## src/design/lpbu_pkg.sv

```systemverilog
// ----------------------------------------------------------------------------
// lpbu_pkg
// Shared types and constants for the length-prefixed bit unpacker.
// ----------------------------------------------------------------------------
package lpbu_pkg;

  // length header size in bytes, big-endian
  localparam int unsigned HEADER_BYTES = 8;

  // operation codes
  localparam logic OP_APPEND = 1'b0;
  localparam logic OP_FINISH = 1'b1;

  // finish status codes
  localparam logic [1:0] ST_OK       = 2'd0;
  localparam logic [1:0] ST_HDR_SHORT = 2'd1;
  localparam logic [1:0] ST_MISMATCH = 2'd2;

  // largest number of bits one append may carry
  localparam logic [6:0] MAX_BITS = 7'd64;

  // classified item passed from front to back through the queue
  typedef struct packed {
    logic        finish;   // finish and report status
    logic [63:0] bits;     // bits left-aligned, first bit in bit 63
    logic [6:0]  count;    // number of valid bits, 0..64
  } entry_t;

endpackage

```

## src/design/lpbu_front.sv

```systemverilog
// ----------------------------------------------------------------------------
// lpbu_front
// Classifies an incoming transaction: clamps the bit count and left-aligns
// the bits so the back end can consume them from the top.
// ----------------------------------------------------------------------------
module lpbu_front (
  input  logic               operation,
  input  logic [63:0]        bit_value,
  input  logic [6:0]         bit_count,
  output lpbu_pkg::entry_t   entry
);

  logic [6:0] count_clamped;
  logic [6:0] align_shift;

  // clamp oversized counts to a full word
  assign count_clamped = (bit_count > lpbu_pkg::MAX_BITS) ? lpbu_pkg::MAX_BITS : bit_count;
  assign align_shift   = lpbu_pkg::MAX_BITS - count_clamped;

  // build queue entry, first bit to send ends up in bit 63
  always_comb begin
    entry.finish = (operation == lpbu_pkg::OP_FINISH);
    entry.count  = count_clamped;
    entry.bits   = bit_value << align_shift;
  end

endmodule

```

## src/design/lpbu_fifo.sv

```systemverilog
// ----------------------------------------------------------------------------
// lpbu_fifo
// Two-entry queue between the front and the back end.
// ----------------------------------------------------------------------------
module lpbu_fifo (
  input  logic               clk,
  input  logic               rst,
  input  logic               push,
  input  lpbu_pkg::entry_t   push_entry,
  output logic               full,
  input  logic               pop,
  output logic               head_valid,
  output lpbu_pkg::entry_t   head_entry
);

  lpbu_pkg::entry_t slots [2];
  logic             wr_ptr;
  logic             rd_ptr;
  logic [1:0]       fill;

  assign full       = (fill == 2'd2);
  assign head_valid = (fill != 2'd0);
  assign head_entry = slots[rd_ptr];

  // storage
  always_ff @(posedge clk) begin
    if (push) begin
      slots[wr_ptr] <= push_entry;
    end
  end

  // pointers and fill level
  always_ff @(posedge clk) begin
    if (rst) begin
      wr_ptr <= 1'b0;
      rd_ptr <= 1'b0;
      fill   <= 2'd0;
    end else begin
      if (push) begin
        wr_ptr <= ~wr_ptr;
      end
      if (pop) begin
        rd_ptr <= ~rd_ptr;
      end
      case ({push, pop})
        2'b10:   fill <= fill + 2'd1;
        2'b01:   fill <= fill - 2'd1;
        default: fill <= fill;
      endcase
    end
  end

endmodule

```

## src/design/lpbu_back.sv

```systemverilog
// ----------------------------------------------------------------------------
// lpbu_back
// Consumes queued items one byte per cycle while the result side does not
// stall: assembles the length header, emits payload bytes and closes every
// item with a status result.
module lpbu_back (
  input  logic               clk,
  input  logic               rst,
  input  logic               head_valid,
  input  lpbu_pkg::entry_t   head_entry,
  output logic               pop,
  output logic               out_valid,
  input  logic               out_ready,
  output logic [7:0]         out_byte,
  output logic               out_byte_valid,
  output logic               out_last,
  output logic [1:0]         out_status,
  output logic               out_size_known,
  output logic [63:0]        out_expected,
  output logic [63:0]        out_written
);

  // current item
  logic        busy;
  logic        is_finish;
  logic [63:0] aligned;
  logic [6:0]  remaining;

  // stream state
  logic [6:0]  partial;
  logic [2:0]  held;
  logic [3:0]  hdr_seen;
  logic [63:0] length_word;
  logic        length_ready;
  logic [63:0] emitted;

  logic        can_step;
  logic        stream_done;
  logic [7:0]  fill_sum;
  logic [14:0] join_word;
  logic [3:0]  take_bits;
  logic [3:0]  absorb_shift;
  logic [14:0] absorbed;
  logic [14:0] cur_word;
  logic [7:0]  cur_byte;
  logic [3:0]  hdr_seen_next;
  logic [63:0] emitted_next;
  logic [1:0]  finish_status;

  assign can_step    = !out_valid || out_ready;
  assign pop         = !busy && head_valid;
  assign stream_done = length_ready && (emitted >= length_word);

  // byte assembly datapath
  assign fill_sum      = {1'b0, remaining} + {5'd0, held};
  assign join_word     = {partial, aligned[63:56]};
  assign take_bits     = 4'd8 - {1'b0, held};
  assign absorb_shift  = 4'd8 - remaining[3:0];
  assign absorbed      = join_word >> absorb_shift;
  assign cur_word      = join_word >> held;
  assign cur_byte      = cur_word[7:0];
  assign hdr_seen_next = hdr_seen + 4'd1;
  assign emitted_next  = emitted + 64'd1;

  // finish status
  always_comb begin
    if (!length_ready) begin
      finish_status = lpbu_pkg::ST_HDR_SHORT;
    end else if (emitted != length_word) begin
      finish_status = lpbu_pkg::ST_MISMATCH;
    end else begin
      finish_status = lpbu_pkg::ST_OK;
    end
  end

  // item load and stepping control
  always_ff @(posedge clk) begin
    if (rst) begin
      busy         <= 1'b0;
      partial      <= 7'd0;
      held         <= 3'd0;
      hdr_seen     <= 4'd0;
      length_word  <= 64'd0;
      length_ready <= 1'b0;
      emitted      <= 64'd0;
      out_valid    <= 1'b0;
    end else begin
      // while busy every step below sets the output valid itself
      if (out_valid && out_ready && !busy) begin
        out_valid <= 1'b0;
      end
      if (pop) begin
        busy      <= 1'b1;
        is_finish <= head_entry.finish;
        aligned   <= head_entry.bits;
        remaining <= head_entry.count;
      end else if (busy && can_step) begin
        if (is_finish) begin
          // closing result with status
          busy           <= 1'b0;
          out_valid      <= 1'b1;
          out_byte       <= 8'd0;
          out_byte_valid <= 1'b0;
          out_last       <= 1'b1;
          out_status     <= finish_status;
          out_size_known <= length_ready;
          out_expected   <= length_word;
          out_written    <= emitted;
        end else if (stream_done || fill_sum < 8'd8) begin
          // leftover bits go into the partial byte unless the stream is done, then close
          if (!stream_done) begin
            partial <= absorbed[6:0];
            held    <= fill_sum[2:0];
          end
          busy           <= 1'b0;
          out_valid      <= 1'b1;
          out_byte       <= 8'd0;
          out_byte_valid <= 1'b0;
          out_last       <= 1'b1;
          out_status     <= lpbu_pkg::ST_OK;
          out_size_known <= length_ready;
          out_expected   <= length_word;
          out_written    <= emitted;
        end else begin
          // one complete byte
          partial   <= 7'd0;
          held      <= 3'd0;
          aligned   <= aligned << take_bits;
          remaining <= remaining - {3'd0, take_bits};
          if (!length_ready) begin
            // header byte, no result
            out_valid   <= 1'b0;
            length_word <= {length_word[55:0], cur_byte};
            hdr_seen    <= hdr_seen_next;
            if (hdr_seen_next >= 4'(lpbu_pkg::HEADER_BYTES)) begin
              length_ready <= 1'b1;
            end
          end else begin
            emitted        <= emitted_next;
            out_valid      <= 1'b1;
            out_byte       <= cur_byte;
            out_byte_valid <= 1'b1;
            out_last       <= 1'b0;
            out_status     <= lpbu_pkg::ST_OK;
            out_size_known <= 1'b1;
            out_expected   <= length_word;
            out_written    <= emitted_next;
          end
        end
      end
    end
  end

  // payload count never runs past the decoded length
  assert property (@(posedge clk) disable iff (rst)
    length_ready |-> emitted <= length_word)
    else $error("payload count exceeds decoded length");

  // header counter stops at the header size
  assert property (@(posedge clk) disable iff (rst)
    hdr_seen <= 4'(lpbu_pkg::HEADER_BYTES))
    else $error("header byte counter overrun");

  // a payload byte is never a closing result and lies within the length
  assert property (@(posedge clk) disable iff (rst)
    out_valid && out_byte_valid |->
      !out_last && out_size_known && out_written != 64'd0 && out_written <= out_expected)
    else $error("bad payload result");

  // header-short status only while the header is incomplete
  assert property (@(posedge clk) disable iff (rst)
    out_valid && out_status == lpbu_pkg::ST_HDR_SHORT |-> !out_size_known && out_last)
    else $error("header-short status with known size");

  // a byte step that completes the header sets the ready flag
  assert property (@(posedge clk) disable iff (rst)
    busy && !pop && can_step && !is_finish && !stream_done && fill_sum >= 8'd8 &&
      !length_ready && hdr_seen_next >= 4'(lpbu_pkg::HEADER_BYTES) |=> length_ready)
    else $error("header completion missed");

endmodule

```

## src/design/length_prefixed_bit_unpacker.sv

```systemverilog
// ----------------------------------------------------------------------------
// length_prefixed_bit_unpacker
// Packs bit fields MSB first into bytes, reads an 8-byte length header and
// streams out the payload bytes that follow.
// ----------------------------------------------------------------------------
// An item leaves the two-entry input queue into the back end, which steps
// through its completed bytes and then issues its closing result; the back
// end takes the next item only after that closing result. The output
// register holds its result whenever the result side stalls. Bytes that
// fill the header produce no result; once the decoded number of payload
// bytes is out, further bits are dropped. A finish item reports status 0 ok,
// 1 header incomplete or 2 length mismatch.
module length_prefixed_bit_unpacker (
  input  logic         clk,
  input  logic         rst,
  input  logic         s_tvalid,
  output logic         s_tready,
  input  logic [71:0]  s_tdata,   // bit_value[63:0], bit_count[70:64], zero[71]
  input  logic         s_tuser,   // operation[0]
  output logic         m_tvalid,
  input  logic         m_tready,
  output logic [143:0] m_tdata,   // out_byte[7:0], size_known[8],
                                  // expected_length[72:9], written_count[136:73],
                                  // zero[143:137]
  output logic [2:0]   m_tuser,   // byte_valid[0], status[2:1]
  output logic         m_tlast    // last
);

  lpbu_pkg::entry_t front_entry;
  lpbu_pkg::entry_t head_entry;
  logic             fifo_full;
  logic             head_valid;
  logic             pop;
  logic [7:0]       out_byte;
  logic             out_byte_valid;
  logic [1:0]       out_status;
  logic             out_size_known;
  logic [63:0]      out_expected;
  logic [63:0]      out_written;

  assign s_tready = !fifo_full;

  // classify incoming transactions
  lpbu_front u_front (
    .operation (s_tuser),
    .bit_value (s_tdata[63:0]),
    .bit_count (s_tdata[70:64]),
    .entry     (front_entry)
  );

  // queue between front and back
  lpbu_fifo u_fifo (
    .clk        (clk),
    .rst        (rst),
    .push       (s_tvalid && s_tready),
    .push_entry (front_entry),
    .full       (fifo_full),
    .pop        (pop),
    .head_valid (head_valid),
    .head_entry (head_entry)
  );

  // byte engine with output register
  lpbu_back u_back (
    .clk            (clk),
    .rst            (rst),
    .head_valid     (head_valid),
    .head_entry     (head_entry),
    .pop            (pop),
    .out_valid      (m_tvalid),
    .out_ready      (m_tready),
    .out_byte       (out_byte),
    .out_byte_valid (out_byte_valid),
    .out_last       (m_tlast),
    .out_status     (out_status),
    .out_size_known (out_size_known),
    .out_expected   (out_expected),
    .out_written    (out_written)
  );

  // pack result fields
  assign m_tdata = {7'd0, out_written, out_expected, out_size_known, out_byte};
  assign m_tuser = {out_status, out_byte_valid};

endmodule

```

## config.mk

```make
export PLATFORM = sky130hd
export DESIGN_NAME = length_prefixed_bit_unpacker
export DESIGN_NICKNAME = d
export VERILOG_FILES = /design/src/design/lpbu_pkg.sv /design/src/design/lpbu_front.sv /design/src/design/lpbu_fifo.sv /design/src/design/lpbu_back.sv /design/src/design/length_prefixed_bit_unpacker.sv
export SDC_FILE = /design/constraint.sdc
export NUM_CORES = 1
export LEC_CHECK = 0
export ABC_AREA = 1
export BUFFER_PORTS_ARGS = -buffer_cell sky130_fd_sc_hd__buf_2
export CORE_ASPECT_RATIO = 0.75
export CORE_MARGIN = 2
export CORE_UTILIZATION = 35
export CTS_CLUSTER_SIZE = 16
export DETAILED_ROUTE_END_ITERATION = 6
export SLEW_MARGIN = 20
export SYNTH_ARGS = -nofsm -noshare
export SYNTH_HDL_FRONTEND = slang
export SYNTH_SLANG_ARGS = --single-unit
```

## constraint.sdc

```tcl
create_clock -name clk -period 12.05 [get_ports clk]
set_input_delay 0.6025 -clock clk [delete_from_list [all_inputs] [get_ports clk]]
set_output_delay 0.6025 -clock clk [all_outputs]
set_load 0.005 [all_outputs]
```

==> reports/qor.yml, run 1 <==
clocking:
  post_cts_buffers: 0
  cts_sinks: 507
  cts_resized: 0
  holdBufCountCts: 0
  h-tree-depth: 2
  cts-root-buf: "clkbuf_16"
  path_clk_slew_ns: 0.07
  tritoncts: "yes"
  worstSkewPairLatency_ns: 0.63
  cts_max_path_buffers: 3
  numCtsBuffers: 51
worst_setup_path:
  worst_setup_path_end_kind: "flip-flop"
  reg2reg_from: "u_back.length_word[19]"
  reg2reg_slack_ns: 7.10
  critical_path_class: "flip-flop to flip-flop"
  reg2reg_depth: 19
  path_buf_inv: 5
  worst-path-max-fanout: 86
  path_delay_family: "simple AND/OR/NAND/NOR gates"
  cp_data_arrival_time_ns: 5.20
  slowest_stage: "buf_4"
  crit_top_cell: "nand2_1"
  start_kind: "flip-flop"
  worst_path_largest_cell_delay_ns: 0.88
  path_cells: "inv_1 -> ha_1 -> nand2_1 -> nor2_1 -> nand3_1 -> nor2_1 -> nand2_1 -> nor2_2 -> nor2_1 -> nand2_1 -> inv_1 -> nand2_1 -> nand2_1 -> nand3_2 -> inv_4 -> nand2_1 -> nand2_1 -> inv_6 -> buf_4"
  worst_r2r_endpoint: "u_back.out_expected[27]"
  worstPathRequired_ns: 12.30
sta:
  finalCriticalPeriod_ns: 4.95
  final.period_utilization_pct: 41.1
  holdWs_ns: 0.193
  clock_skew_ns: 0.0456
  setup_viol_count_final: 0
  fin_tns_setup_ns: 0
  fmax_ghz: 0.202
  slew_viol_final: 0
  rsz0062_at_grt: "false"
  relSlewSlack_pct: 31.2
  hold_viol_final: 0
  worst_pin_slew_ns: 1.03
placement:
  portBuffers: 218
  place_area_sq_mm: 0.0317
  place_congestion: 0.946
  post-dp-hpwl_microns: 64800
logic_synthesis:
  synth_edf_count: 357
  syn_avg_cell_area_sq_um: 7.88
  synth_seq_cells: 507
  synth_ff_type: "edfxtp_1"
  async_flop_share_pct: 0
  yosysSeqAreaShare_pct: 45.7
  ys_types: 62
  ys_warn_count: 0
  syn_inst: 3813
  syn-cell-area_sq_mm: 0.0301
pwr:
  cell_internal_pwr_mw: 4.42
  power_mw: 7.57
  irDropWorstVdd_mv: 0.148
  p_sw_mw: 3.16
  p_clk_share_pct: 24.0
  power.share.sequential_pct: 34.4
  combPwrFrac_pct: 41.5
  power.density_mw_per_mm2: 225
  leakage_nw: 14.2
  p_sw_share_pct: 41.7
floorplanning:
  die_h_microns: 258
  fp.dieArea_sq_mm: 0.0883
  die_w_microns: 342
  initial_core_util_pct: 35.2
  core_sq_mm: 0.0854
  pin_count: 227
  fp-row-count: 93
global_route:
  grt.overflow.total: 0
  grt_pass1_wl_microns: 140000
  gr-usage-all-layers_pct: 20.0
  antenna_found_initial: 4
  grt_max_degree: 129
  grt_pass1_vias: 24300
cells_and_area:
  design_area_sq_mm: 0.0337
  layout-drive-gt1-share_pct: 11.5
  syn2layout_area_growth_pct: 12.0
  diodes: 0
  fin_nets: 4040
worst_hold_path:
  hold_class: "primary input to flip-flop"
  hold_depth: 1
  min_from: "s_tuser"
  holdPathEnd: "u_fifo.slots[0][71]"
route:
  wl_per_cell_microns: 17.7
  avgViaCountPerCell: 5.19
  dr.pass1.iters: 6
  wirelength_microns: 89700
  drt_iter0_drc: 2736
  drt_drc_violations_left: 0
  ant_nets: 0
  routed-via-count: 26300
flow_run:
  drv_cap: 0
outcome:
  status: "finished, final reports clean"
## state kept, by name (all words and copies together) (netlist names), 2 cells and up, named ones only
| name | cells |
|---|---|
| u_back.aligned | 64 |
| u_back.emitted | 64 |
| u_back.hdr_seen | 4 |
| u_back.held | 3 |
| u_back.length_word | 64 |
| u_back.out_byte | 8 |
| u_back.out_expected | 64 |
| u_back.out_status | 2 |
| u_back.out_written | 64 |
| u_back.partial | 7 |
| u_back.remaining | 7 |
| u_fifo.fill | 2 |
| u_fifo.slots | 144 |
## power by group through the flow
stage / logic (mW) / clock network, mW / registers, mW
2_1_floorplan: 2.26 / 0 / 2.57
3_3_place_gp: 3.11 / 0 / 2.64
3_5_place_dp: 3.13 / 0 / 2.64
4_1_cts: 3.14 / 1.85 / 2.61
5_1_grt: 3.55 / 1.93 / 2.64
6_report: 3.15 / 1.82 / 2.61
## worst register-to-register path, stage by stage (launching register included)
cell and delay (ns):
dfxtp_1 0.36, inv_1 0.13, ha_1 0.33, nand2_1 0.07, nor2_1 0.19, nand3_1 0.10
nor2_1 0.26, nand2_1 0.21, nor2_2 0.15, nor2_1 0.06, nand2_1 0.07, inv_1 0.04
nand2_1 0.06, nand2_1 0.26, nand3_2 0.43, inv_4 0.23, nand2_1 0.11, nand2_1 0.12
inv_6 0.41, buf_4 0.89
## cell families after synthesis
| kind of cell | Yosys count | share of synthesized area (%) |
|---|---|---|
| other | 1 | 0.0125 |
| AOI/OAI and AO/OA | 666 | 13.1 |
| DFF | 507 | 45.7 |
| xor gates and xnor gates | 74 | 2.21 |
| adders and majority gates | 79 | 3.34 |
| muxes | 10 | 0.333 |
| and+or+nand+nor | 1913 | 27.4 |
| buffers and inverters | 563 | 7.94 |
## metrics by stage
| stage | utilization [%] | cells | setup WS [ns] |
|---|---|---|---|
| after floorplan | - | 3819 | 7.02 |
| after global placement | 37.2 | 4971 | 7.20 |
| after CTS | 39.4 | 5065 | 7.08 |
| after global routing | 39.4 | 5065 | 6.62 |
| after detailed placement | 37.2 | 4971 | 7.12 |
| final | 39.4 | 5065 | 7.10 |
## layer usage
metal,vias up,wire (microns),global-route usage [%]
met5,-,0,0
met4,0,2420,5.37
met3,123,5930,2.91
met2,901,40800,32.2
met1,12200,40600,28.0
li1,13100,-,-
## cell type report
class	instances	area (sq um)
Clock buffer	55	1310
Clock inverter	39	606
Fill cell	8812	51800
Inverter	329	1240
Multi-Input combinational cell	2749	14000
Sequential cell	507	13700
Tap cell	1140	1430
Timing Repair Buffer	246	1310
## Yosys cell counts, types with 4 or more instances
library cell | instances | share of area, %
nand2_1 | 1002 | 13
nand3_1 | 393 | 6.5
edfxtp_1 | 357 | 36
nor2_1 | 323 | 4.0
inv_1 | 315 | 3.9
o21ai_0 | 269 | 4.5
dfxtp_1 | 150 | 10
a21oi_1 | 119 | 2.0
o211ai_1 | 118 | 2.9
clkbuf_1 | 109 | 1.4
buf_2 | 84 | 1.4
ha_1 | 77 | 3.2
xor2_1 | 69 | 2.0
o21ai_1 | 67 | 1.1
nor3_1 | 52 | 0.87
or2_2 | 50 | 1.0
o221ai_1 | 46 | 1.3
nand4_1 | 30 | 0.62
buf_4 | 19 | 0.47
nor2_2 | 14 | 0.29
and3_1 | 13 | 0.27
buf_6 | 13 | 0.49
inv_2 | 12 | 0.15
mux2i_1 | 10 | 0.33
a31oi_1 | 9 | 0.19
buf_1 | 9 | 0.11
nor4_1 | 8 | 0.17
o32ai_1 | 8 | 0.23
nand2_2 | 5 | 0.10
o22ai_1 | 5 | 0.10
a221oi_1 | 4 | 0.12
o21a_1 | 4 | 0.10
## cell usage in the layout, fill, tap and decap left out, types with 75 or more instances in the layout
master | synthesis | routed
nor2_1 | 323 | 321
nand3_1 | 393 | 393
dfxtp_1 | 150 | 148
o211ai_1 | 118 | 118
a21oi_1 | 119 | 119
edfxtp_1 | 357 | 357
ha_1 | 77 | 75
buf_2 | 84 | 218
inv_1 | 315 | 312
o21ai_0 | 269 | 269
nand2_1 | 1002 | 1000
## worst max-delay path by stage
stage	end	start	slack, ns	cells after the start
3_5_place_dp	u_back.out_expected[27]	u_back.length_word[19]	7.12	19
5_1_grt	u_back.out_expected[27]	u_back.length_word[19]	6.62	19
6_report	u_back.out_expected[27]	u_back.length_word[19]	7.10	19
3_3_place_gp	u_back.out_expected[25]	u_back.length_word[19]	7.20	19
4_1_cts	u_back.out_expected[27]	u_back.length_word[19]	7.08	19
2_1_floorplan	u_back.out_byte[0]	u_back.length_word[31]	7.02	19
Power figures use the tool's default switching activity.
==> run 2, diff against run 1 <==
==> constraint.sdc (replaced) <==
create_clock -name clk -period 4.9 [get_ports clk]
set_input_delay 0.245 -clock clk [delete_from_list [all_inputs] [get_ports clk]]
set_output_delay 0.245 -clock clk [all_outputs]
set_load 0.005 [all_outputs]
==> reports/qor.yml, run 2 (same netlist as run 1, synthesis figures left out) <==
worst_setup_path:
  worst-path-max-fanout: 48  # -44%
  crit_top_cell: "nand2_1"
  worst_r2r_endpoint: "u_back.out_written[40]"
  worst_setup_path_end_kind: "flip-flop"
  path_cells: "inv_1 -> ha_1 -> nand2_1 -> inv_1 -> nand2_1 -> nand2_1 -> nand2_1 -> nand3_1 -> a21oi_1 -> nand2_1 -> nand2_1 -> nand2_1 -> nand2_1 -> nand3_2 -> inv_4 -> nand2_1 -> nand2_1 -> clkinvlp_4 -> buf_12"
  worstPathRequired_ns: 5.27  # -7.03 ns
  start_kind: "flip-flop"
  path_delay_family: "simple AND/OR/NAND/NOR gates"
  reg2reg_from: "u_back.length_word[18]"
  worst_path_largest_cell_delay_ns: 0.51  # -0.37 ns
  reg2reg_slack_ns: 0.86  # -6.24 ns
  path_depth: 19  # unchanged
  startpoint: "u_back.length_word[18]"
  critical_path_class: "flip-flop to flip-flop"
  slowest_stage: "clkinvlp_4"
  reg2reg_depth: 19  # unchanged
  path_buf_inv: 5  # unchanged
  cp_data_arrival_time_ns: 4.41  # -0.79 ns
floorplanning:
  pin_count: 227  # unchanged
  core_sq_mm: 0.0854  # unchanged
  fp.dieArea_sq_mm: 0.0883  # unchanged
  die_h_microns: 258  # unchanged
  fp-row-count: 93  # unchanged
  initial_core_util_pct: 35.2  # unchanged
  die_w_microns: 342  # unchanged
global_route:
  grt_pass1_wl_microns: 139000  # -0.81%
  grt_max_degree: 128  # -0.78%
  grt.overflow.total: 0  # unchanged
  antenna_found_initial: 4  # unchanged
  grt_pass1_vias: 24000  # -0.93%
  gr-usage-all-layers_pct: 19.9  # -0.083 points
cells_and_area:
  top_register: "u_fifo.slots"
  layout-drive-gt1-share_pct: 11.6  # +0.097 points
  design_area_sq_mm: 0.0337  # about the same
  fin_cells: 5084  # +0.38%
  fill_cells: 8796  # -0.18%
  regArea_sq_mm: 0.0137  # unchanged
  multi_input_area_sq_mm: 0.0140  # unchanged
  fin_nets: 4058  # +0.45%
  largest_reg_flops: 144  # unchanged
  layout_common_cells: "nand2_1 (1000), nand3_1 (393), edfxtp_1 (357)"
  final_common_cell: "nand2_1"
  diodes: 0  # unchanged
  syn2layout_area_growth_pct: 12.1  # about the same
sta:
  fin_tns_setup_ns: 0  # unchanged
  slew_viol_final: 0  # unchanged
  hold_viol_final: 0  # unchanged
  worst_pin_slew_ns: 1.13  # +0.0947 ns
  relSlewSlack_pct: 24.8  # -6.4 points
  final.setup.worst_slack_ns: 0.861  # -6.24 ns
  finalCriticalPeriod_ns: 4.04  # -0.910 ns
  rsz0062_at_grt: "false"
  final.period_utilization_pct: 82.4  # +41 points
  clock_skew_ns: 0.0425  # -0.00312 ns
  fmax_ghz: 0.248  # +23%
  setup_viol_count_final: 0  # unchanged
placement:
  post-dp-hpwl_microns: 65900  # +1.6%
  place_area_sq_mm: 0.0319  # +0.48%
  place_inst: 4983  # +0.24%
  place_worst_setup_slack_ns: 0.864  # -6.26 ns
  portBuffers: 218  # unchanged
  place_congestion: 0.944  # -0.19%
worst_hold_path:
  min_from: "s_tdata[65]"
  hold_depth: 3  # +2
  holdPathEnd: "u_fifo.slots[0][1]"
  hold_class: "primary input to flip-flop"
route:
  dr.pass1.iters: 6  # unchanged
  routed-via-count: 26300  # +0.16%
  drt-met1-wl_microns: 41000  # +1.0%
  drt_iter0_drc: 2516  # -8.0%
  avgViaCountPerCell: 5.18  # -0.21%
  drt_drc_violations_left: 0  # unchanged
  ant_nets: 0  # unchanged
  wirelength_microns: 90000  # +0.40%
  wl_per_cell_microns: 17.7  # about the same
  wl_met3_microns: 5870  # -1.1%
  dr_wl_met2_microns: 41000  # +0.69%
  highest_layer: "met5"
flow_run:
  drv_cap: 0  # unchanged
pwr:
  leakage_nw: 14.2  # about the same
  irDropWorstVdd_mv: 0.412  # +180%
  power.density_mw_per_mm2: 542  # +140%
outcome:
  status: "finished, final reports clean"
clocking:
  worstSkewPairLatency_ns: 0.65  # +0.02 ns
  numCtsBuffers: 50  # -2.0%
  cts_sinks: 507  # unchanged
  post_cts_buffers: 0  # unchanged
  holdBufCountCts: 7  # +7
  cts_max_path_buffers: 3  # unchanged
  cts_resized: 0  # unchanged
  cts-root-buf: "clkbuf_16"
  tritoncts: "yes"
  h-tree-depth: 2  # unchanged
  path_clk_slew_ns: 0.07  # about the same
run 2: cell types whose count changed in the layout (fill, tap and decap cells not counted), moves of 3 or more:
| cell | previous run | this run |
|---|---|---|
| buf_12 | 0 | 5 |
| clkbuf_1 | 3 | 6 |
| clkinv_1 | 5 | 8 |
| dlygate4sd3_1 | 0 | 7 |
| bufinv_16 | 13 | 5 |
| buf_4 | 27 | 35 |
run 2: worst max path at each step:
| stage | end | slack [ns] |
|---|---|---|
| after floorplan | u_back.out_byte[0] | 0.60 |
| after global placement | u_back.out_written[5] | 0.92 |
| after detailed placement | u_back.out_written[30] | 0.86 |
| after CTS | u_back.out_written[59] | 0.82 |
| after global routing | u_back.out_written[59] | 0.53 |
| final | u_back.out_written[40] | 0.86 |
run 2: layer usage:
| metal | global-route usage [%] | up-vias |
|---|---|---|
| li1 | - | 13100 |
| met1 | 28.1 | 12200 |
| met2 | 32.0 | 892 |
| met3 | 2.89 | 124 |
| met4 | 5.06 | 2 |
| met5 | 0 | - |
run 2: stage by stage:
step	util [%]	total power [mW]	hold WS (ns)
after floorplan	-	11.9	0.344
after CTS	39.4	18.3	0.0149
after global placement	37.3	14.2	0.425
after global routing	39.4	19.6	0.0480
after detailed placement	37.3	14.2	0.435
final	39.4	18.2	0.0496
run 2: worst reg2reg max path, stage by stage, from the launching register on:
cell and delay (ns):
dfxtp_1 0.36, inv_1 0.13, ha_1 0.29, nand2_1 0.08, inv_1 0.04, nand2_1 0.06, nand2_1 0.07, nand2_1 0.06
nand3_1 0.08, a21oi_1 0.28, nand2_1 0.18, nand2_1 0.09, nand2_1 0.05, nand2_1 0.31, nand3_2 0.39, inv_4 0.16
nand2_1 0.06, nand2_1 0.11, clkinvlp_4 0.51, buf_12 0.42
run 2: layout make-up:
class	count	share of cell area, %
tap	1140	4.24
sequential	507	40.8
multi-input combinational	2749	41.7
clock buffer	59	3.97
clock inverter	35	1.15
timing repair buffer	265	4.53
inverter	329	3.69
run 2: report_power, final:
group / total, mW / switching [mW] / internal [mW]
Combinational: 7.78 / 5.44 / 2.35
Clock: 4.07 / 1.81 / 2.26
Sequential: 6.40 / 0.505 / 5.89
